==> src/sv/bwd_pkg.sv <==
// Shared types and constants of the burst window detector.
package bwd_pkg;

  localparam int TIME_W = 32;
  localparam int CNT_W  = 16;
  localparam int WIN_W  = 22;
  localparam int CFG_W  = 16;
  localparam int ADDR_W = 3;
  localparam int DATA_W = 32;

  localparam logic [CNT_W-1:0] POS_MAX = 16'hFFFF;

  localparam logic [CFG_W-1:0] WINDOW_MINUTES_RST = 16'd10;
  localparam logic [CFG_W-1:0] HIT_THRESHOLD_RST  = 16'd5;

  // Register index, taken from address bit 2 (registers sit at 4*i).
  typedef enum logic {
    REG_WINDOW_MINUTES = 1'b0,
    REG_HIT_THRESHOLD  = 1'b1
  } reg_idx_t;

  // Commands from the controller to the datapath.
  typedef struct packed {
    logic accept;
    logic clear;
    logic emit_gap;
    logic emit_last;
    logic push;
    logic pop;
    logic best;
    logic end_group;
  } cmd_t;

  // Status from the datapath to the controller.
  typedef struct packed {
    logic gap;
    logic emit_ok;
    logic pop_ok;
    logic out_free;
    logic last;
  } sts_t;

endpackage

==> src/sv/bwd_ctrl.sv <==
// Sequencing state machine of the burst window detector.
module bwd_ctrl (
  input  logic          clk,
  input  logic          rst_n,
  input  logic          in_valid,
  output logic          in_stall,
  input  bwd_pkg::sts_t sts,
  output bwd_pkg::cmd_t cmd
);

  typedef enum logic [2:0] {
    S_IDLE,
    S_GAP,
    S_PUSH,
    S_WAIT,
    S_CHECK,
    S_FINAL
  } state_t;

  state_t state_r;
  state_t state_nxt;

  always_comb begin
    cmd       = '0;
    state_nxt = state_r;
    case (state_r)
      S_IDLE: begin
        if (in_valid) begin
          cmd.accept = 1'b1;
          state_nxt  = S_GAP;
        end
      end
      S_GAP: begin
        if (sts.gap) begin
          if (sts.emit_ok) begin
            if (sts.out_free) begin
              cmd.emit_gap = 1'b1;
              cmd.clear    = 1'b1;
              state_nxt    = S_PUSH;
            end
          end else begin
            cmd.clear = 1'b1;
            state_nxt = S_PUSH;
          end
        end else begin
          state_nxt = S_PUSH;
        end
      end
      S_PUSH: begin
        cmd.push  = 1'b1;
        state_nxt = S_WAIT;
      end
      S_WAIT: begin
        state_nxt = S_CHECK;
      end
      S_CHECK: begin
        if (sts.pop_ok) begin
          cmd.pop   = 1'b1;
          state_nxt = S_WAIT;
        end else begin
          cmd.best  = 1'b1;
          state_nxt = sts.last ? S_FINAL : S_IDLE;
        end
      end
      S_FINAL: begin
        if (sts.emit_ok) begin
          if (sts.out_free) begin
            cmd.emit_last = 1'b1;
            cmd.clear     = 1'b1;
            cmd.end_group = 1'b1;
            state_nxt     = S_IDLE;
          end
        end else begin
          cmd.clear     = 1'b1;
          cmd.end_group = 1'b1;
          state_nxt     = S_IDLE;
        end
      end
      default: begin
        state_nxt = S_IDLE;
      end
    endcase
  end

  assign in_stall = (state_r != S_IDLE);

  always_ff @(posedge clk) begin
    if (!rst_n) begin
      state_r <= S_IDLE;
    end else begin
      state_r <= state_nxt;
    end
  end

endmodule

==> config.mk <==
export PLATFORM = sky130hd
export DESIGN_NAME = bwd_ctrl
export DESIGN_NICKNAME = d
export VERILOG_FILES = /design/src/sv/bwd_pkg.sv /design/src/sv/bwd_ctrl.sv
export SDC_FILE = /design/constraint.sdc
export NUM_CORES = 1
export LEC_CHECK = 0
export BUFFER_PORTS_ARGS = -buffer_cell sky130_fd_sc_hd__buf_2
export CAP_MARGIN = 30
export CORE_AREA = 5 5 42 44
export CTS_BUF_LIST = sky130_fd_sc_hd__clkbuf_16
export DETAILED_ROUTE_END_ITERATION = 10
export DIE_AREA = 0 0 47 49
export PLACE_DENSITY = 0.5
export SYNTH_ARGS = -nofsm -noshare
export SYNTH_HDL_FRONTEND = slang
export SYNTH_SLANG_ARGS = --single-unit
==> constraint.sdc <==
create_clock -name clk -period 1.8 [get_ports clk]
set_input_delay 0.18 -clock clk [delete_from_list [all_inputs] [get_ports clk]]
set_output_delay 0.18 -clock clk [all_outputs]
set_load 0.05 [all_outputs]
== After elaboration in Yosys (flattened, before gate mapping) ==
Cells that the tools add are included.
Word-level totals
  register bits: 3
  output and inout bits: 9
Operators by class
  eq/ne operators: 8
  mux-type cells: 26
  reduce and logical (&&, ||, !) cells: 3
Operator list (number)
  $mux 3: 8
  $pmux 3 s6: 1
  $mux 1: 13
  $eq 3x2->1 const B: 2
  $eq 3x3->1 const B: 2
  $mux 2: 3
  $ne 4x4->1 const B: 1
  $eq 3x1->1 const B: 1
  $logic_not 3->1: 1
  $ne 3x3->1 const B: 1
  $reduce_and 3->1: 1
  $reduce_bool 3->1: 1
  $ne 2x2->1 const B: 1
  $pmux 1 s2: 1

== Longest topological paths before layout ==
Gate-level depths: netlist (run 1).
  word-level depth: 4
  depth in mapped cells: 4
  mapped depth without buffers: 3

== Worst setup path after synthesis (run 1) ==
Ideal clock, no wire load.
  path type: flip-flop to output port
  start point: reg state_r[0]
  end point: out cmd[5] in the netlist's numbering
  arrival time: 2.276 ns
  path slack: -0.656 ns
  stages on the path, launching flop included: 4
  path buffers: 1
  path through: dfxtp_1 buf_2 nand3_1 nor4b_1
RTL lines
  from (decl): RTL line bwd_ctrl.sv:20  | state_t state_r;
  from (signal assigned): RTL line bwd_ctrl.sv:91  | state_r <= state_nxt;
  to (decl): RTL line bwd_ctrl.sv:8  | output bwd_pkg::cmd_t cmd

==> summary.md, run 1 <==
| Metric | Value |
|---|---|
| Status | completed |
| Post-synth ARST share | 0% |
| Antenna Diode Count | 0 |
| Area Overhead vs Synth | 60.9% |
| Total Power | 0.631 mW |
| Setup violations, final | 0 |
| Worst path arrival time | 1.43 ns |
| Global Route Usage Sum | 7.24% |
| Number of cell rows | 14 |
| Final worst path period share | 89.3% |
| Compound-Gate Fraction of Synth Area | 21.3% |
| FMAX | 0.622 GHz |
| # nets final | 61 |
| Max reg flops | 3 |
| Synth Instances | 35 |
| Initial antenna violation count | 0 |
| Final Hold Viols | 0 |
| Via count | 314 |
| Least-Margin Pin Slew | 0.371 ns |
| DP Wirelength | 577 µm |
| Biggest regs | state_r (3) |
| Syn_nets | 43 |
| VDD IR max | 0.441 mV |
| Worst hold path type | in -> reg |
| Sequential share of the synthesized area | 20.9% |
| Largest family of logic cells by synthesized area | simple AND/OR/NAND/NOR gates |
| Leading area contributor after synthesis | dfxtp_1 |
| Reg power frac | approximately 17% |
| Cts bufs inserted | 3 |
| CTS root buffer | clkbuf_16 |
| Clock share of power | 54.3% |
| Global-route wire length before repair | 1150 µm |
| Worst reg2reg setup slack | 0.53 ns |
| Max Cap Viol | 0 |
| Setup Skew | 0.00112 ns |
| Register bank with the most flops | state_r |
| Post-synth EDFFs | 0 |
| Synth cell types | 20 |
| Xor/xnor share of the synthesized area | 0% |
| Comb power frac | 28.4% |
| Max FO, Critical Path | 10 |
| Synth Cell Area | 288 µm² |
| Setup ws final | 0.193 ns |
| Count of yosys warnings during synthesis | 0 |
| Antenna Nets Post-Route | 0 |
| Via count of the first global-routing pass | 268 |
| Syn Area/Cell | 8.22 µm² |
| Most frequent cells after synthesis | nor2_1 (4), dfxtp_1 (3), nor3b_1 (3), nor4b_1 (3) |
| PD cells | about 1400 nW/µm² |
| Post-synth top flop | dfxtp_1 |
| Worst path required time | 1.62 ns |
| Die Ht | 49 µm |
| Pin count of the biggest net entering global routing | 15 |
| Worst-path clk slew | roughly 0.03 ns |
| Worst-skew pair later-pin latency | 0.22 ns |
| Total die area | roughly 2300 µm² |
| I/O pin count | 17 |
| Gpl congestion | 0.692 |
| Starting DRT DRC Count | 10 |
| CP Launch Type | flip-flop |
| Count leader, synth | nor2_1 |
| DR vias/cell | 4.62 |
| Post-layout min period | 1.61 ns |
| P_int | roughly 0.43 mW |
| CTS HTree Levels | 1 |
| Simple logic cell fraction of the synthesized area | 45.7% |
| Share of layout cells above drive strength 1 | 53.8% |
| Die X | 47 µm |
| Synth Area in Adders | 0% |
| Total grt overflow | 0 |
| Share of the synthesized area in the top cell type | a little over a fifth |
| Critical path class | reg -> out |
| # hold bufs at CTS | 0 |
| RSZ-0062 raised after global routing | false |
| Net Sw Frac | 32.0% |
| Place WS | approximately 0.35 ns |
| Switching pwr | 0.202 mW |
| Initial Util | 20.5% |
| Leakage | 0.212 nW |
| DRC Markers | 0 |
| Pre-antenna DRT Iters | 4 |
| Fin. max-slew vios | 0 |
| Clock sinks | 3 |
| Avg WL per Cell | approximately 11 µm |
| Core area | 1400 µm² |
| Critical Path Sink Type | primary output |
| Buffers on Ports | 16 |
| Multiplexer share of the synthesized area | 0% |
| Routed WL | around 750 µm |
| CTS tree | built |
| Seq cells post-synth | 3 |
| Maximum buffer depth of the clock tree | 2 |
| Dominant cells by area after synthesis | dfxtp_1 (21%), nor4b_1 (9.1%), buf_6 (7.8%) |
| Rel. slew slack | 75.2% |
[worst max-delay path, cell delays in order (launching register included)]
cell and delay, ns:
dfxtp_1 0.53, nor2_1 0.13, nor4b_2 0.23, buf_2 0.30
[cells by family after synthesis]
family / Yosys count
buffers and inverters: 5
AOI/OAI and AO/OA: 8
and+or+nand+nor: 19
DFF: 3
[metrics by stage]
stage	hold WS [ns]	instances	instance area [µm²]	util, %	TNS [ns]
after floorplan	0.320	35	310	-	-0.00466
after global placement	0.464	64	383	27.3	0
after detailed placement	0.458	64	383	27.3	0
after CTS	0.228	68	462	32.9	0
after global routing	0.231	68	463	33.0	0
final	0.227	68	463	33.0	0
[final cells by class]
type                       instances  area (µm²)
timing repair buffer              16        80.1
fill                             164         938
multi-input combinational         27         215
sequential                         3        61.3
clock buffer                       3        75.1
clock inverter                     1        3.75
inverter                           2        7.51
tap                               16        20.0
[repair_timing]
action | CTS | global route
buffers inserted | 0 | 0
setup endpoints to repair | 0 | 1
gates resized for setup | 0 | 1
[routing by layer]
metal  up-vias  wire [µm]  global-route usage [%]
li1        164          -                       -
met4         0         29                    8.29
met3         4         63                    2.21
met5         -          0                       0
met1       131        340                    10.1
met2        15        317                    7.47
[cell usage in the layout, fill, tap and decap left out]
cell / netlist / layout
buf_2: 1 / 16
nor2_1: 4 / 4
inv_1: 2 / 3
clkbuf_16: 0 / 3
nor3_1: 2 / 2
nor3b_2: 0 / 2
nor4b_2: 0 / 2
nand2b_1: 2 / 2
a21oi_1: 2 / 2
o21ai_0: 2 / 2
dfxtp_1: 3 / 2
or3_4: 1 / 1
nand2b_4: 1 / 1
nor2b_1: 1 / 1
nand3_1: 1 / 1
nor4b_1: 3 / 1
o21bai_1: 1 / 1
o221a_1: 1 / 1
nor3b_1: 3 / 1
o221a_2: 1 / 1
and3b_1: 1 / 1
o311a_2: 1 / 1
dfxtp_2: 0 / 1
[power by group through the flow]
stage	clock, mW	sequential [mW]	combinational [mW]
2_1_floorplan	0	0.0838	0.180
6_report	0.343	0.109	0.179
5_1_grt	0.359	0.114	0.189
3_5_place_dp	0	0.109	0.180
3_3_place_gp	0	0.111	0.181
4_1_cts	0.348	0.109	0.181
[final timing paths]
check,startpoint,endpoint,depth (start not counted)
worst min-delay path,rst_n,state_r[1],2
worst max-delay path,state_r[2],cmd[6],3
worst max register to register,state_r[2],state_r[0],3
worst min register to register,state_r[0],state_r[2],2
Note: power is estimated with default switching activity, not from simulation.
==> run 2: changes to the inputs <==
--- a/config.mk
+++ b/config.mk
@@ -11,7 +11,8 @@
 export CTS_BUF_LIST = sky130_fd_sc_hd__clkbuf_16
 export DETAILED_ROUTE_END_ITERATION = 10
 export DIE_AREA = 0 0 47 49
-export PLACE_DENSITY = 0.5
+export PLACE_DENSITY = 0.51
+export RECOVER_POWER = 25
 export SYNTH_ARGS = -nofsm -noshare
 export SYNTH_HDL_FRONTEND = slang
 export SYNTH_SLANG_ARGS = --single-unit
==> constraint.sdc (replaced) <==
create_clock -name clk -period 1.35 [get_ports clk]
set_input_delay 0.135 -clock clk [delete_from_list [all_inputs] [get_ports clk]]
set_output_delay 0.135 -clock clk [all_outputs]
set_load 0.05 [all_outputs]
==> run 2 against run 1 <==
Against the previous run:
- the run now ends with setup timing left
- global-route usage grew 1.6 points
- clock power grew 37%
- clock skew grew 0.0011 ns
- cell count grew 5.9%
- flip-flop and latch count is the same
- critical path type unchanged
- largest cell class unchanged
- largest power group unchanged
==> summary.md, run 2 (synthesis gave the netlist of run 1 again) <==
| Metric | Value |
|---|---|
| Post-layout min period | 1.36 ns |
| Finished Layout Cells | 72 (was 68) |
| Max FO, Critical Path | 6 (was 10) |
| Slowest-stage cell, CP | or3_4 (was dfxtp_1) |
| Critical Path Sink Type | primary output (unchanged) |
| CP Launch Type | flip-flop (unchanged) |
| DRC Markers | 0 (unchanged) |
| Setup violations, final | 1 (was 0) |
| Core area | 1400 µm² (unchanged) |
| CTS tree | built (unchanged) |
| VDD IR max | 0.611 mV (was 0.441 mV) |
| Die X | 47 µm (unchanged) |
| Final Hold Viols | 0 (unchanged) |
| Share of layout cells above drive strength 1 | 66.1% (was 53.8%) |
| Via count of the first global-routing pass | 328 (was 268) |
| Rel. slew slack | 80.0% (was 75.2%) |
| PD cells | 1650 nW/µm² (was 1360 nW/µm²) |
| Critical path class | reg -> out (unchanged) |
| Worst path cell trace | or3_4, nor2_4, buf_6 (was nor2_1, nor4b_2, buf_2) |
| Worst-path clk slew | 0.03 ns (about the same) |
| Routed WL | 910 µm (was 752 µm) |
| Area Overhead vs Synth | 94.3% (was 60.9%) |
| Net Sw Frac | 32.9% (was 32.0%) |
| DP Wirelength | 620 µm (was 577 µm) |
| Commonest non-fill, non-tap cell in the layout | buf_2 (unchanged) |
| Buffers on Ports | 16 (unchanged) |
| Total grt overflow | 0 (unchanged) |
| Initial Util | 20.5% (unchanged) |
| WP buf/inv | 1 (unchanged) |
| Maximum buffer depth of the clock tree | 2 (unchanged) |
| Reg power frac | 14.5% (was 17.3%) |
| Die Ht | 49 µm (unchanged) |
| Antenna Nets Post-Route | 0 (unchanged) |
| Cts bufs inserted | 3 (unchanged) |
| Worst path required time | 1.22 ns (was 1.62 ns) |
| Initial antenna violation count | 0 (unchanged) |
| Least-Margin Pin Slew | 0.296 ns (was 0.371 ns) |
| Worst-skew pair later-pin latency | 0.23 ns (was 0.22 ns) |
| Comb power frac | 34.6% (was 28.4%) |
| Antenna Diode Count | 0 (unchanged) |
| Via count | 336 (was 314) |
| Failing checks | setup timing |
| Post-DP Area | 418 µm² (was 383 µm²) |
| Biggest regs | state_r (3) (unchanged) |
| Avg WL per Cell | 12.6 µm (was 11.1 µm) |
| DR vias/cell | 4.67 (was 4.62) |
| Clock sinks | 3 (unchanged) |
| Setup Skew | 0.00224 ns (was 0.00112 ns) |
| Clock share of power | 50.9% (was 54.3%) |
| Final worst path period share | 101% |
| Global-route wire length before repair | 1390 µm (was 1150 µm) |
| Top delay family on crit path | simple AND/OR/NAND/NOR gates (was flip-flops) |
| Pin count of the biggest net entering global routing | 10 (was 15) |
| Register bank with the most flops | state_r (unchanged) |
| Worst path arrival time | 1.23 ns (was 1.43 ns) |
| P_int | 0.620 mW (was 0.429 mW) |
| Worst hold path type | in -> reg (unchanged) |
| Total die area | 2300 µm² (unchanged) |
| Fin. max-slew vios | 0 (unchanged) |
| Total Power | 0.925 mW (was 0.631 mW) |
| I/O pin count | 17 (unchanged) |
| Setup ws final | -0.0102 ns (was 0.193 ns) |
| # fillers | 148 (was 164) |
| Leading cell types in the layout, fill and taps excluded | buf_2 (9), buf_4 (5), buf_6 (4) (was buf_2 (16), nor2_1 (4), inv_1 (3), clkbuf_16 (3)) |
| Max Cap Viol | 0 (unchanged) |
| Place WS | 0.0871 ns (was 0.355 ns) |
| Switching pwr | 0.304 mW (was 0.202 mW) |
| Leakage | 0.243 nW (was 0.212 nW) |
| CTS root buffer | clkbuf_16 (unchanged) |
| Number of cell rows | 14 (unchanged) |
| RSZ-0062 raised after global routing | true (was false) |
| Max reg flops | 3 (unchanged) |
| Pre-antenna DRT Iters | 2 (was 4) |
| Status | finished, violations left (was completed) |
| # nets final | 65 (was 61) |
| Global Route Usage Sum | 8.86% (was 7.24%) |
| FMAX | 0.735 GHz |
| Setup TNS | -0.0102 ns (was 0 ns) |
| Gpl congestion | 0.781 (was 0.692) |
| Starting DRT DRC Count | 2 (was 10) |
| Placed cell count | 67 (was 64) |
| Max incr delay on CP | 0.42 ns (was 0.53 ns) |
| Layout Cell Area excl Fill | 559 µm² (was 463 µm²) |
| CTS HTree Levels | 1 (unchanged) |
[run 2: final cells by class]
cell class | count | area (µm²) | share of cell area [%]
timing repair buffer | 20 | 143 | 25.5
multi-input combinational | 27 | 241 | 43.2
clock buffer | 3 | 75.1 | 13.4
clock inverter | 1 | 3.75 | 0.671
tap | 16 | 20.0 | 3.58
inverter | 2 | 7.51 | 1.34
sequential | 3 | 68.8 | 12.3
[run 2: power groups by stage]
stage	Combinational, mW	Sequential (mW)	Clock (mW)
after floorplan	0.249	0.112	0
after global placement	0.287	0.131	0
after detailed placement	0.287	0.131	0
after CTS	0.304	0.133	0.482
after global routing	0.337	0.139	0.492
final	0.320	0.134	0.471
[run 2: final timing paths]
check              from          to  slack [ns]  depth (start not counted)
max          state_r[0]      cmd[7]       -0.01                          3
min               rst_n  state_r[1]        0.17                          2
max reg2reg  state_r[0]  state_r[1]        0.17                          3
min reg2reg  state_r[0]  state_r[1]        0.64                          2
[run 2: per-layer routing]
metal	GRT usage, %	routed length [µm]	vias up
met5	0	0	-
met4	9.68	28	0
met3	2.95	68	3
met2	12.2	439	14
met1	9.41	374	145
li1	-	-	174
[run 2: repair_timing]
| action | 4_1_cts | 5_1_grt |
|---|---|---|
| pin swaps | 3 | 3 |
| endpoints found under the setup margin | 9 | 7 |
| gates resized for setup | 9 | 11 |
| gates cloned | 0 | 0 |
| buffers inserted | 1 | 0 |
| hold buffers | 0 | 0 |
[run 2: metrics by stage]
step	hold WS [ns]	util (%)
after global placement	0.422	29.8
after floorplan	0.275	-
after global routing	0.180	39.9
after detailed placement	0.417	29.8
final	0.175	39.9
after CTS	0.173	37.4
